## src/rtl/core/twdfs_pkg.sv

```systemverilog
`timescale 1ns / 1ps
`default_nettype none
// ----------------------------------------------------------------------------
// twdfs_pkg
// Shared types and constants for the two-wire display frame sender.
// ----------------------------------------------------------------------------
package twdfs_pkg;

    localparam int HOLD_CTR_WIDTH_DEF = 16;
    localparam int HOLD_TICKS_WIDTH   = 16;
    localparam logic [HOLD_TICKS_WIDTH-1:0] HOLD_TICKS_RESET = 16'd250;

    localparam int IN_TDATA_WIDTH  = 24;
    localparam int IN_TUSER_WIDTH  = 2;
    localparam int OUT_TDATA_WIDTH = 8;

    localparam logic [1:0] CMD_ONE_BYTE = 2'd1;
    localparam logic [1:0] CMD_TWO_BYTE = 2'd2;

    localparam logic [2:0] BIT_LAST = 3'd7;

    typedef enum logic [4:0] {
        PH_IDLE     = 5'd0,
        PH_S0       = 5'd1,
        PH_S1       = 5'd2,
        PH_S2       = 5'd3,
        PH_BIT_LO   = 5'd4,
        PH_BIT_HI   = 5'd5,
        PH_ACK_REL  = 5'd6,
        PH_ACK_WAIT = 5'd7,
        PH_ACK_END  = 5'd8,
        PH_P0       = 5'd9,
        PH_P1       = 5'd10,
        PH_P2       = 5'd11,
        PH_P3       = 5'd12,
        PH_P4       = 5'd13,
        PH_P5       = 5'd14
    } t_phase;

    typedef struct packed {
        logic frame_done;
        logic ack_waiting;
        logic busy_res;
        logic dio_level;
        logic clk_level;
    } t_result;

    typedef struct packed {
        logic [1:0] command;
        logic [7:0] first_byte;
        logic [7:0] second_byte;
        logic       dio_in;
    } t_item;

endpackage
`default_nettype wire

```

## src/rtl/core/twdfs_seq.sv

```systemverilog
`timescale 1ns / 1ps
`default_nettype none
// ----------------------------------------------------------------------------
// twdfs_seq
// Pin-level sequencer: start, LSB-first bytes with acknowledge wait, stop.
// One tick is processed per step; result reflects levels after the tick.
// ----------------------------------------------------------------------------
module twdfs_seq
    import twdfs_pkg::*;
#(
    parameter int HOLD_COUNTER_WIDTH = HOLD_CTR_WIDTH_DEF
) (
    input  wire logic                          i_clk,
    input  wire logic                          i_rst_n,
    input  wire logic                          i_step,
    input  wire t_item                         i_item,
    input  wire logic [HOLD_COUNTER_WIDTH-1:0] i_hold_limit,
    output t_result                            o_result
);

    t_phase                        r_phase, n_phase;
    logic [2:0]                    r_bit, n_bit;
    logic                          r_byte, n_byte;
    logic                          r_two, n_two;
    logic [7:0]                    r_shift, n_shift;
    logic [7:0]                    r_held, n_held;
    logic [HOLD_COUNTER_WIDTH-1:0] r_cnt, n_cnt;
    logic                          r_clk_lvl, n_clk_lvl;
    logic                          r_dio_lvl, n_dio_lvl;

    logic   go;
    t_phase tgt;
    logic   done;

    always_ff @(posedge i_clk) begin
        if (!i_rst_n) begin
            r_phase   <= PH_IDLE;
            r_bit     <= '0;
            r_byte    <= 1'b0;
            r_two     <= 1'b0;
            r_shift   <= '0;
            r_held    <= '0;
            r_cnt     <= '0;
            r_clk_lvl <= 1'b1;
            r_dio_lvl <= 1'b1;
        end else if (i_step) begin
            r_phase   <= n_phase;
            r_bit     <= n_bit;
            r_byte    <= n_byte;
            r_two     <= n_two;
            r_shift   <= n_shift;
            r_held    <= n_held;
            r_cnt     <= n_cnt;
            r_clk_lvl <= n_clk_lvl;
            r_dio_lvl <= n_dio_lvl;
        end
    end

    always_comb begin
        n_phase   = r_phase;
        n_bit     = r_bit;
        n_byte    = r_byte;
        n_two     = r_two;
        n_shift   = r_shift;
        n_held    = r_held;
        n_cnt     = r_cnt;
        n_clk_lvl = r_clk_lvl;
        n_dio_lvl = r_dio_lvl;
        go        = 1'b0;
        tgt       = PH_IDLE;
        done      = 1'b0;

        if (r_phase == PH_IDLE) begin
            if (i_item.command == CMD_ONE_BYTE || i_item.command == CMD_TWO_BYTE) begin
                n_two   = (i_item.command == CMD_TWO_BYTE);
                n_shift = i_item.first_byte;
                n_held  = i_item.second_byte;
                n_bit   = '0;
                n_byte  = 1'b0;
                go      = 1'b1;
                tgt     = PH_S0;
            end
        end else if (r_phase == PH_ACK_WAIT) begin
            if (!i_item.dio_in) begin
                go  = 1'b1;
                tgt = PH_ACK_END;
            end
        end else if (r_cnt < i_hold_limit) begin
            n_cnt = r_cnt + 1'b1;
        end else begin
            unique case (r_phase)
                PH_S2: begin
                    go  = 1'b1;
                    tgt = PH_BIT_LO;
                end
                PH_BIT_HI: begin
                    go = 1'b1;
                    if (r_bit >= BIT_LAST) begin
                        tgt = PH_ACK_REL;
                    end else begin
                        n_bit   = r_bit + 3'd1;
                        n_shift = {1'b0, r_shift[7:1]};
                        tgt     = PH_BIT_LO;
                    end
                end
                PH_ACK_REL: begin
                    n_phase = PH_ACK_WAIT;
                    n_cnt   = '0;
                    if (!i_item.dio_in) begin
                        go  = 1'b1;
                        tgt = PH_ACK_END;
                    end
                end
                PH_ACK_END: begin
                    go = 1'b1;
                    if (!r_byte && r_two) begin
                        n_byte  = 1'b1;
                        n_bit   = '0;
                        n_shift = r_held;
                        tgt     = PH_BIT_LO;
                    end else begin
                        tgt = PH_P0;
                    end
                end
                PH_P5: begin
                    n_phase = PH_IDLE;
                    n_cnt   = '0;
                    done    = 1'b1;
                end
                default: begin
                    go  = 1'b1;
                    tgt = t_phase'(r_phase + 5'd1);
                end
            endcase
        end

        if (go) begin
            n_phase = tgt;
            n_cnt   = {{(HOLD_COUNTER_WIDTH-1){1'b0}}, 1'b1};
            unique case (tgt)
                PH_S0:      n_dio_lvl = 1'b1;
                PH_S1:      n_clk_lvl = 1'b1;
                PH_S2:      n_dio_lvl = 1'b0;
                PH_BIT_LO: begin
                    n_clk_lvl = 1'b0;
                    n_dio_lvl = n_shift[0];
                end
                PH_BIT_HI:  n_clk_lvl = 1'b1;
                PH_ACK_REL: begin
                    n_dio_lvl = 1'b1;
                    n_clk_lvl = 1'b0;
                end
                PH_ACK_END: begin
                    n_dio_lvl = 1'b0;
                    n_clk_lvl = 1'b1;
                end
                PH_P0:      n_clk_lvl = 1'b0;
                PH_P1:      n_clk_lvl = 1'b1;
                PH_P2:      n_clk_lvl = 1'b0;
                PH_P3:      n_dio_lvl = 1'b0;
                PH_P4:      n_clk_lvl = 1'b1;
                PH_P5:      n_dio_lvl = 1'b1;
                default: begin
                    n_phase = PH_IDLE;
                    n_cnt   = '0;
                end
            endcase
        end
    end

    assign o_result.clk_level   = n_clk_lvl;
    assign o_result.dio_level   = n_dio_lvl;
    assign o_result.busy_res    = (n_phase != PH_IDLE);
    assign o_result.ack_waiting = (n_phase == PH_ACK_WAIT);
    assign o_result.frame_done  = done;

endmodule
`default_nettype wire

```

## src/rtl/core/two_wire_display_frame_sender.sv

```systemverilog
`timescale 1ns / 1ps
`default_nettype none
// ----------------------------------------------------------------------------
// two_wire_display_frame_sender
// Two-wire start/stop serial writer; one stream transaction per pin tick.
//
//  channel | dir | handshake          | payload
//  --------+-----+--------------------+---------------------------------------
//  s       | in  | i_s_tvalid/o_s_tready | tdata: bytes + dio_in, tuser: command
//  m       | out | o_m_tvalid/i_m_tready | tdata: pin levels and status
//  cfg     | in  | i_cfg_we           | i_cfg_wdata: hold_ticks
//
// One transaction per cycle while m does not stall; an item passes the input
// register, then the sequencer step into the result register. The result
// register frees each cycle its contents are taken, so stalls on m back up into
// s only while both registers are full. Synchronous reset puts the lines idle
// high and hold_ticks to 250.
// ----------------------------------------------------------------------------
module two_wire_display_frame_sender
    import twdfs_pkg::*;
#(
    parameter int HOLD_COUNTER_WIDTH = HOLD_CTR_WIDTH_DEF
) (
    input  wire logic                        i_clk,
    input  wire logic                        i_rst_n,
    input  wire logic                        i_s_tvalid,
    output logic                             o_s_tready,
    // [7:0] first_byte, [15:8] second_byte, [16] dio_in, [23:17] zero
    input  wire logic [IN_TDATA_WIDTH-1:0]   i_s_tdata,
    // [1:0] command
    input  wire logic [IN_TUSER_WIDTH-1:0]   i_s_tuser,
    output logic                             o_m_tvalid,
    input  wire logic                        i_m_tready,
    // [0] clk_level, [1] dio_level, [2] busy_res, [3] ack_waiting,
    // [4] frame_done, [7:5] zero
    output logic [OUT_TDATA_WIDTH-1:0]       o_m_tdata,
    input  wire logic                        i_cfg_we,
    input  wire logic [HOLD_TICKS_WIDTH-1:0] i_cfg_wdata
);

    localparam logic [32:0] CTR_MAX = (33'd1 << HOLD_COUNTER_WIDTH) - 33'd1;

    function automatic logic [HOLD_COUNTER_WIDTH-1:0] limit_of(
        input logic [HOLD_TICKS_WIDTH-1:0] h
    );
        logic [32:0] v;
        v = {{(33-HOLD_TICKS_WIDTH){1'b0}}, h};
        if (v == 33'd0) v = 33'd1;
        if (v > CTR_MAX) v = CTR_MAX;
        return v[HOLD_COUNTER_WIDTH-1:0];
    endfunction

    logic [HOLD_COUNTER_WIDTH-1:0] r_hold_limit;
    logic                          r_in_valid;
    t_item                         r_in_item;
    logic                          r_out_valid;
    t_result                       r_out;
    t_result                       seq_result;
    logic                          advance;

    assign advance    = r_in_valid && (!r_out_valid || i_m_tready);
    assign o_s_tready = !r_in_valid || advance;

    always_ff @(posedge i_clk) begin
        if (!i_rst_n) begin
            r_hold_limit <= limit_of(HOLD_TICKS_RESET);
        end else if (i_cfg_we) begin
            r_hold_limit <= limit_of(i_cfg_wdata);
        end
    end

    always_ff @(posedge i_clk) begin
        if (!i_rst_n) begin
            r_in_valid <= 1'b0;
        end else if (o_s_tready) begin
            r_in_valid <= i_s_tvalid;
        end
    end

    always_ff @(posedge i_clk) begin
        if (o_s_tready && i_s_tvalid) begin
            r_in_item.command     <= i_s_tuser[1:0];
            r_in_item.first_byte  <= i_s_tdata[7:0];
            r_in_item.second_byte <= i_s_tdata[15:8];
            r_in_item.dio_in      <= i_s_tdata[16];
        end
    end

    twdfs_seq #(
        .HOLD_COUNTER_WIDTH(HOLD_COUNTER_WIDTH)
    ) u_seq (
        .i_clk       (i_clk),
        .i_rst_n     (i_rst_n),
        .i_step      (advance),
        .i_item      (r_in_item),
        .i_hold_limit(r_hold_limit),
        .o_result    (seq_result)
    );

    always_ff @(posedge i_clk) begin
        if (!i_rst_n) begin
            r_out_valid <= 1'b0;
        end else if (advance) begin
            r_out_valid <= 1'b1;
        end else if (i_m_tready) begin
            r_out_valid <= 1'b0;
        end
    end

    always_ff @(posedge i_clk) begin
        if (advance) begin
            r_out <= seq_result;
        end
    end

    assign o_m_tvalid = r_out_valid;
    assign o_m_tdata  = {3'b000, r_out.frame_done, r_out.ack_waiting,
                         r_out.busy_res, r_out.dio_level, r_out.clk_level};

    a_ack_implies_busy: assert property (@(posedge i_clk) disable iff (!i_rst_n)
        r_out_valid && r_out.ack_waiting |-> r_out.busy_res)
        else $error("ack wait reported outside a frame");

    a_done_not_busy: assert property (@(posedge i_clk) disable iff (!i_rst_n)
        r_out_valid && r_out.frame_done |-> !r_out.busy_res && r_out.dio_level
            && r_out.clk_level)
        else $error("frame end without idle lines");

    a_ack_lines: assert property (@(posedge i_clk) disable iff (!i_rst_n)
        r_out_valid && r_out.ack_waiting |-> !r_out.clk_level && r_out.dio_level)
        else $error("lines not released during ack wait");

    a_limit_nonzero: assert property (@(posedge i_clk) disable iff (!i_rst_n)
        i_cfg_we |=> r_hold_limit != '0)
        else $error("hold limit zero");

endmodule
`default_nettype wire

```

## config.mk

```make
export PLATFORM = sky130hd
export DESIGN_NAME = two_wire_display_frame_sender
export DESIGN_NICKNAME = d
export VERILOG_FILES = /design/src/rtl/core/twdfs_pkg.sv /design/src/rtl/core/twdfs_seq.sv /design/src/rtl/core/two_wire_display_frame_sender.sv
export SDC_FILE = /design/constraint.sdc
export NUM_CORES = 1
export LEC_CHECK = 0
export ABC_AREA = 1
export BUFFER_PORTS_ARGS = -buffer_cell sky130_fd_sc_hd__buf_2
export CAP_MARGIN = 30
export CORE_ASPECT_RATIO = 2
export CORE_UTILIZATION = 35
export CTS_CLUSTER_DIAMETER = 80
export CTS_CLUSTER_SIZE = 14
export DETAILED_ROUTE_END_ITERATION = 8
export PLACE_DENSITY = 0.57
export SYNTH_ARGS = -nofsm -noshare
export SYNTH_HDL_FRONTEND = slang
export SYNTH_SLANG_ARGS = --single-unit
```

## constraint.sdc

```tcl
create_clock -name i_clk -period 4.85 [get_ports i_clk]
set_input_delay 0.2425 -clock i_clk [delete_from_list [all_inputs] [get_ports i_clk]]
set_output_delay 0.2425 -clock i_clk [all_outputs]
set_load 0.02 [all_outputs]
```

### Word level (Yosys, flattened, before mapping)

Index checks and enable logic that the tools add are counted.

* register bits after elaboration: 86
* input bits: 47
* output and inout port bits: 10
* word-level logic and storage cells: 142

* $add $sub $neg: 3
* $lt $le $gt $ge: 3
* eq/ne operators: 29
* muxes and demuxes: 57
* reductions and logical operators: 28

Operator list (number)
* 16-bit two-way mux: 7
* 33-bit two-way mux: 2
* 8-bit two-way mux: 6
* 5-bit by 4-bit == test with 1-bit output, second input constant: 9
* 5-bit two-way mux: 8
* 5-bit by 3-bit == test with 1-bit output, second input constant: 7
* 33-bit by 16-bit greater-than comparator with 1-bit output, second input constant: 1
* 5-bit case mux with 5 select lines: 1
* 1-bit two-way mux: 18
* 3-bit two-way mux: 6
* 16-bit by 1-bit adder with 16-bit output, second input constant: 1
* 16-bit logical NOT: 1
* 16-bit less-than comparator: 1
* 8-bit case mux with 2 select lines: 1
* 5-bit by 2-bit == test with 1-bit output, second input constant: 3
* 13-bit OR reduction: 1
* 5-bit case mux with 2 select lines: 1
* 3-bit OR reduction: 3
* 4-bit two-way mux: 2
* 2-bit by 1-bit inequality test with 1-bit output, second input constant: 4
* 7-bit AND reduction: 1
* 3-bit case mux with 2 select lines: 1
* 6-bit AND reduction: 1
* 2-bit nonzero test: 3
* 23 further kinds: 31

### Longest topological paths before layout

Gate-level depths: netlist of the first run.

* depth in word-level cells: 12
* mapped depth: 22
* gate-level depth less buffers: 21

### Hierarchy

Synthesis of the first run repeated with hierarchy kept, for this count alone.

* cells, all modules: 619
* area, all modules: 4747.1 sq um

Modules (own cells, without submodules)
* twdfs_seq: instances 1, cells an instance 496, area an instance 3311.9 sq um, seq. area each 880.8 sq um
* two_wire_display_frame_sender: instances 1, cells an instance 123, area an instance 1435.1 sq um, seq. area each 1081.0 sq um

### Worst setup path before layout of the first run

No wires, ideal clock.

* path type: reg2reg
* start: reg r_hold_limit[15]
* end: reg r_out, in the netlist o_m_tdata[2] (data pin)
* setup time: 0.260 ns
* data arrival time: 1.928 ns
* data required time: 4.590 ns
* path slack: 2.663 ns
* stages on the path, launching flop included: 20
* buffers on the path: 1
* clock period less this slack: 2.187 ns
* cell sequence: dfxtp_1 inv_1 ha_1 nand2_1 inv_1 nand3_1 inv_1 a21oi_1 nand2_2 buf_4 inv_1 nor2_1 nand2_1 nand2_1 nand3_1 nand2_1 inv_1 nand3_1 nor2_1 nand3_1

RTL lines
* start: declaration: RTL line two_wire_display_frame_sender.sv:53 `logic [HOLD_COUNTER_WIDTH-1:0] r_hold_limit;`
* start signal: assignment: RTL line two_wire_display_frame_sender.sv:66 `r_hold_limit <= limit_of(HOLD_TICKS_RESET);`
* start signal: assignment: RTL line two_wire_display_frame_sender.sv:68 `r_hold_limit <= limit_of(i_cfg_wdata);`
* end signal: assignment: RTL line two_wire_display_frame_sender.sv:112 `r_out <= seq_result;`
* end: declaration: RTL line two_wire_display_frame_sender.sv:57 `t_result r_out;`

### Worst setup path after layout of the first run

* start: reg r_out_valid (netlist: o_m_tvalid)
* end: reg u_seq.r_cnt[7]

* word-level cells in the longest chain between the ends: 4

Ends and longest elaborated chain
* start: declaration: RTL line two_wire_display_frame_sender.sv:56 `logic r_out_valid;`
* start signal: assignment: RTL line two_wire_display_frame_sender.sv:102 `r_out_valid <= 1'b0;`
* start signal: assignment: RTL line two_wire_display_frame_sender.sv:104 `r_out_valid <= 1'b1;`
* start signal: assignment: RTL line two_wire_display_frame_sender.sv:106 `r_out_valid <= 1'b0;`
* 1-bit logical NOT: RTL line two_wire_display_frame_sender.sv:61 `assign advance = r_in_valid && (!r_out_valid || i_m_tready);`
* 1-bit logical OR: RTL line two_wire_display_frame_sender.sv:61
* 1-bit logical AND: RTL line two_wire_display_frame_sender.sv:61
* net advance: RTL line two_wire_display_frame_sender.sv:59 `logic advance;`
* 4-bit AND reduction (no line)
* end signal: assignment: RTL line twdfs_seq.sv:53 `r_cnt <= n_cnt;`
* end: declaration: RTL line twdfs_seq.sv:27 `logic [HOLD_COUNTER_WIDTH-1:0] r_cnt, n_cnt;`

The timed path passes the listed nets, and every way through them passes these cells.
A chain may end at the register's enable or synchronous reset.

==> results of run 1 <==
final cells by class:
type	count	area, um^2	area share [%]
Sequential cell	86	1960	37.0
Tap cell	152	190	3.59
Clock buffer	9	225	4.25
Timing Repair Buffer	47	258	4.86
Inverter	90	338	6.37
Multi-Input combinational cell	404	2260	42.6
Clock inverter	7	71.3	1.34
stage by stage:
stage               util [%]  worst slack [ps]  instances  hold slack [ps]
floorplan                  -              2660        599              341
global placement        38.3              1940        778              419
detailed placement      38.5              1900        779              421
CTS                     40.8              1890        795             50.0
global route            40.8              1590        795             48.6
finish                  40.8              1870        795             61.2
worst reg2reg max path: stages (launching register included):
cell,delay [ps]
dfxtp_1,330
nand2_1,90
nand2_1,350
inv_1,490
nand3_1,480
inv_1,490
nand2_1,180
nor2_1,190
nand2_1,90
nand2_1,60
nor3b_1,180
registers in the layout (all words and copies together) (netlist names):
signal           flops
o_m_tdata            5
u_seq.r_phase        5
r_hold_limit        16
r_in_valid           1
u_seq.r_two          1
o_m_tvalid           1
u_seq.r_bit          3
u_seq.r_held         8
u_seq.r_dio_lvl      1
r_in_item           19
u_seq.r_shift        8
u_seq.r_cnt         16
u_seq.r_byte         1
u_seq.r_clk_lvl      1
worst max-delay path by stage:
stage	endpoint	slack, ps
after floorplan	o_m_tdata[2]	2660
after global placement	o_m_tdata[2]	1940
after detailed placement	u_seq.r_cnt[7]	1900
after CTS	u_seq.r_cnt[7]	1890
after global routing	u_seq.r_cnt[7]	1590
final	u_seq.r_cnt[7]	1870
cell families (layout without fill, tap and decap cells):
group,after synthesis,count (layout),share of synthesized area [%]
simple gates,253,253,26.5
compound gates,124,124,15.5
other cells,1,3,0.0807
buf+inv,109,153,9.37
fa+ha+maj,23,23,6.19
xor+xnor,1,1,0.188
flops,86,86,42.2
metal layers:
layer | vias to the layer above | wire, um
met3 | 19 | 322
met1 | 1874 | 4280
li1 | 2081 | -
met2 | 81 | 5850
met5 | - | 0
met4 | 0 | 292
layout by cell type, fill, tap and decap left out, types with 5 or more instances in the layout:
master and n:
o21ai_0 25, nand2_1 97, nor4_1 6, ha_1 23, nor2_1 65, buf_2 46, inv_1 74, clkbuf_16 9
a211oi_1 9, nand3_1 33, nor2_4 7, o211ai_1 5, a21oi_1 58, edfxtp_1 24, dfxtp_1 62, o22ai_1 5
nor3_1 13, nand4_1 9, inv_2 14, a31oi_1 6
report_power, final:
part | internal, mW | leakage, nW | switching (mW) | total (mW)
Combinational | 0.0783 | 1.43 | 0.164 | 0.242
Sequential | 0.775 | 0.737 | 0.0183 | 0.793
Clock | 0.366 | 0.148 | 0.335 | 0.701
==> reports/qor.yml, run 1 <==
critical_path:
  rr_endpoint: "u_seq.r_cnt[7]"
  path_buf_inv: 2
  critical-path-max-stage-delay_ps: 480
  crit_slowest_cell: "inv_1"
  r2r_start: "o_m_tvalid"
  cp_top_family: "simple AND/OR/NAND/NOR gates"
  worst-path-stages: 10
  path_cells: "nand2_1 -> nand2_1 -> inv_1 -> nand3_1 -> inv_1 -> nand2_1 -> nor2_1 -> nand2_1 -> nand2_1 -> nor3b_1"
  critPathMaxFanout: 14
  cp.required_ps: 5110
  reg2reg_slack_ps: 1870
  crit_top_cell: "nand2_1"
  worstRegToRegCells: 10
  path_class: "flip-flop to flip-flop"
  critPathArrivalTime_ps: 3240
  start_kind: "flip-flop"
  cp-startpoint: "o_m_tvalid"
  worstSetupEndpointType: "flip-flop"
global_routing:
  grt_util_met3_pct: 2.90
  grtUsageMet1_pct: 16.4
  grt_pass1_vias: 4104
  grt_max_degree: 33
  gr-usage-met2_pct: 32.4
  gr-total-overflow: 0
  grt_busiest_layer: "met2"
  grt_pass1_wl_um: 18200
  antenna_found_initial: 0
  grt_use_total_pct: 16.6
power_and_ir_drop:
  ir_worst_vdd_mv: 0.260
  p_leak_nw: 2.32
  power_density_nw_per_um2: 327
  p_total_mw: 1.74
min_path:
  hold_class: "primary input to flip-flop"
  worst_hold_path.num_cells: 1
  hold_path_end: "r_in_item[1]"
  hp-start: "i_s_tdata[8]"
floorplanning:
  start_util_pct: 35.8
  fp.dieH_um: 165
  die_x_um: 83.5
  ios: 57
  rows: 59
  die-area_um2: 13800
  coreArea_um2: 13000
routing:
  drtIter0Drc: 200
  first_pass_iters: 4
  drcViolationCount: 0
  viasPerCell: 5.10
  wl_per_cell_um: 13.5
  ant_nets: 0
  wirelength_um: 10700
  vias: 4055
synthesis:
  yosysMostFrequentCell: "nand2_1"
  synth_cells: 597
  synth_top_cell_area_share_pct: 26.7
  ys_seq_elements: 86
  synthTopCellsByArea: "dfxtp_1 27%, edfxtp_1 16%, nand2_1 7.8%"
  synth_area_per_cell_um2: 7.79
  synth_ff_type: "dfxtp_1"
  synth_area_leader_cell: "dfxtp_1"
  async_reset_ff_share_pct: 0
  syn_area_um2: 4650
  ys_warn_count: 0
  seq_area_frac_synth_pct: 42.2
  synth.top_cells.by_count: "97 x nand2_1, 74 x inv_1, 65 x nor2_1"
  synth_cell_types: 44
  synth-edff-count: 24
timing:
  fin_setup_tns_ps: 0
  tightest_slew_ps: 702
  max_slew_margin_pct: 53.2
  drv_slew: 0
  period_needed_ps: 2980
  fin_worst_skew_ps: 8.65
  setup_viol: 0
  fin_crit_sh_pct: 61.5
  rsz0062_at_grt: "false"
  max_freq_mhz: 335
  hold_violations: 0
flow_run:
  cap_violations: 0
clock_network:
  cts_hold_buf: 0
  cts_setup_buffers: 0
  clockBufferDepth: 2
  cts-root-buf: "clkbuf_16"
  cts_sinks: 86
  cts.clk_slew.worst_paths_ps: 70
  clk_latency_ps: 350
  htree_levels: 3
  cts-resized-gates: 0
  tritoncts: "yes"
  cts_buffers: 9
outcome:
  status: "finished, final reports clean"
finish:
  drive_above_1_share_pct: 16.5
  fin_nets: 708
  fillers: 1339
  area_growth_pct: 14.1
  final_area_um2: 5300
  antennaDiodeCount: 0
placed_design:
  gp_congestion: 0.866
  placed_cell_area_um2: 5010
  place_hpwl_um: 8120
  io_buffers: 46
(Power assumes the default switching activity.)
==> run 2, diff against run 1 <==
==> constraint.sdc (replaced) <==
create_clock -name i_clk -period 3.1 [get_ports i_clk]
set_input_delay 0.155 -clock i_clk [delete_from_list [all_inputs] [get_ports i_clk]]
set_output_delay 0.155 -clock i_clk [all_outputs]
set_load 0.02 [all_outputs]
==> reports/qor.yml, run 2 (synthesized netlist as in run 1, its figures left out) <==
placed_design:
  gp_congestion: 0.870
  io_buffers: 46
  place_hpwl_um: 8150
  dpl_worst_slack_ps: 414
clock_network:
  clockBufferDepth: 2
  htree_levels: 3
  cts_buffers: 9
  cts_setup_buffers: 0
  clk_latency_ps: 350
  cts-root-buf: "clkbuf_16"
  cts_sinks: 86
  tritoncts: "yes"
  cts.clk_slew.worst_paths_ps: 70
  cts-resized-gates: 0
  cts_hold_buf: 19
finish:
  antennaDiodeCount: 0
  area_growth_pct: 18.2
  largest_register_ffs: 19
  final_util_pct: 42.3
  largest_register: "r_in_item"
  fin_nets: 730
  drive_above_1_share_pct: 16.4
  layout_commonest_cell: "nand2_1"
  largestRegisters: "r_in_item: 19 flops, r_hold_limit: 16 flops, u_seq.r_cnt: 16 flops"
  final_cell_mix: "97 x nand2_1, 74 x inv_1, 65 x nor2_1, 62 x dfxtp_1, 58 x a21oi_1"
global_routing:
  grt_use_total_pct: 16.7
  grt_max_degree: 33
  antenna_found_initial: 0
  gr-total-overflow: 0
  grt_pass1_wl_um: 18300
  grt_pass1_vias: 4059
power_and_ir_drop:
  power_frac_comb_pct: 14.7
  seqPwrFrac_pct: 45.7
  p_leak_nw: 2.40
  p_int_mw: 1.92
  swShare_pct: 29.4
  p_sw_mw: 0.798
  ir_worst_vdd_mv: 0.331
  p_clk_share_pct: 39.6
  power_density_nw_per_um2: 494
routing:
  drcViolationCount: 0
  viasPerCell: 5.11
  first_pass_iters: 4
  drtIter0Drc: 180
  wl_per_cell_um: 13.4
  ant_nets: 0
  wirelength_um: 11000
  vias: 4172
timing:
  fin_ws_ps: 446
  drv_slew: 0
  hold_violations: 0
  max_slew_margin_pct: 52.9
  tightest_slew_ps: 706
  fin_setup_tns_ps: 0
  period_needed_ps: 2650
  fin_worst_skew_ps: 10.2
  fin_crit_sh_pct: 85.6
  max_freq_mhz: 377
  rsz0062_at_grt: "false"
  setup_viol: 0
critical_path:
  critPathMaxFanout: 15
  worstRegToRegCells: 16
  critPathArrivalTime_ps: 2890
  start_kind: "flip-flop"
  path_class: "flip-flop to flip-flop"
  worstSetupEndpointType: "flip-flop"
  reg2reg_slack_ps: 450
  rr_endpoint: "u_seq.r_cnt[4]"
  cp.required_ps: 3340
  r2r_start: "r_hold_limit[15]"
floorplanning:
  fp.dieH_um: 165
  coreArea_um2: 13000
  rows: 59
  die_x_um: 83.5
  die-area_um2: 13800
  ios: 57
  start_util_pct: 35.8
flow_run:
  cap_violations: 0
min_path:
  worst_hold_path.num_cells: 3
  hold_path_end: "r_hold_limit[1]"
  hp-start: "i_cfg_wdata[1]"
  hold_class: "primary input to flip-flop"
outcome:
  status: "finished, final reports clean"
run 2: cell count changes in the layout (fill, tap and decap cells not counted), sizes merged:
cell / change
dlygate4sd3: +19
buf: +3
run 2: critical path, stage by stage, from the launching register on:
cell      delay, ps
dfxtp_1         310
inv_1            50
ha_1            290
nand2_1          70
inv_1            50
nand3_1          90
nor3_1          180
nand2_1         110
nand2_2         270
o211ai_1        140
nand2_1          80
nand2_1         110
inv_2           160
nor2_2           70
o21ai_4         370
a21oi_1          70
o21a_1          120
run 2: per-layer routing:
layer  vias to the layer above  routed length [um]  track usage [%]  share of wire [%]
li1                       2134                   -                -                  -
met1                      1924                4310             17.2                 39
met2                        93                5930             32.4                 54
met3                        21                 414             2.90                3.8
met4                         0                 302             8.01                2.8
met5                         -                   0                0                  0
run 2: worst max-delay path by stage:
stage                      from        endpoint  slack [ps]  depth (start not counted)
3_5_place_dp   r_hold_limit[15]  u_seq.r_cnt[4]         410                         16
5_1_grt        r_hold_limit[15]    o_m_tdata[0]         140                         15
4_1_cts        r_hold_limit[15]  u_seq.r_cnt[4]         410                         16
3_3_place_gp   r_hold_limit[15]  u_seq.r_cnt[4]         470                         16
6_report       r_hold_limit[15]  u_seq.r_cnt[4]         450                         16
2_1_floorplan  r_hold_limit[15]    o_m_tdata[2]         910                         19
run 2: layout make-up:
class	count	area [um^2]
clock buffer	9	225
clock inverter	7	71.3
fill	1326	7500
inverter	90	338
multi-input combinational	404	2260
sequential	86	1960
tap	152	190
timing repair buffer	69	450
run 2: stage by stage:
step	power [mW]	std cells	cell area, um^2	hold slack (ps)
after global placement	1.64	782	5010	331
after CTS	2.75	817	5500	35.5
after global routing	2.84	817	5500	46.5
final	2.72	817	5500	43.2
after detailed placement	1.65	782	5010	333
after floorplan	1.54	599	4660	254
run 2: power groups by stage:
stage,logic [mW],clock network [mW],registers (mW)
after detailed placement,0.383,0,1.27
after CTS,0.403,1.11,1.24
final,0.400,1.08,1.24
after global routing,0.448,1.15,1.25
after global placement,0.375,0,1.26
after floorplan,0.279,0,1.26
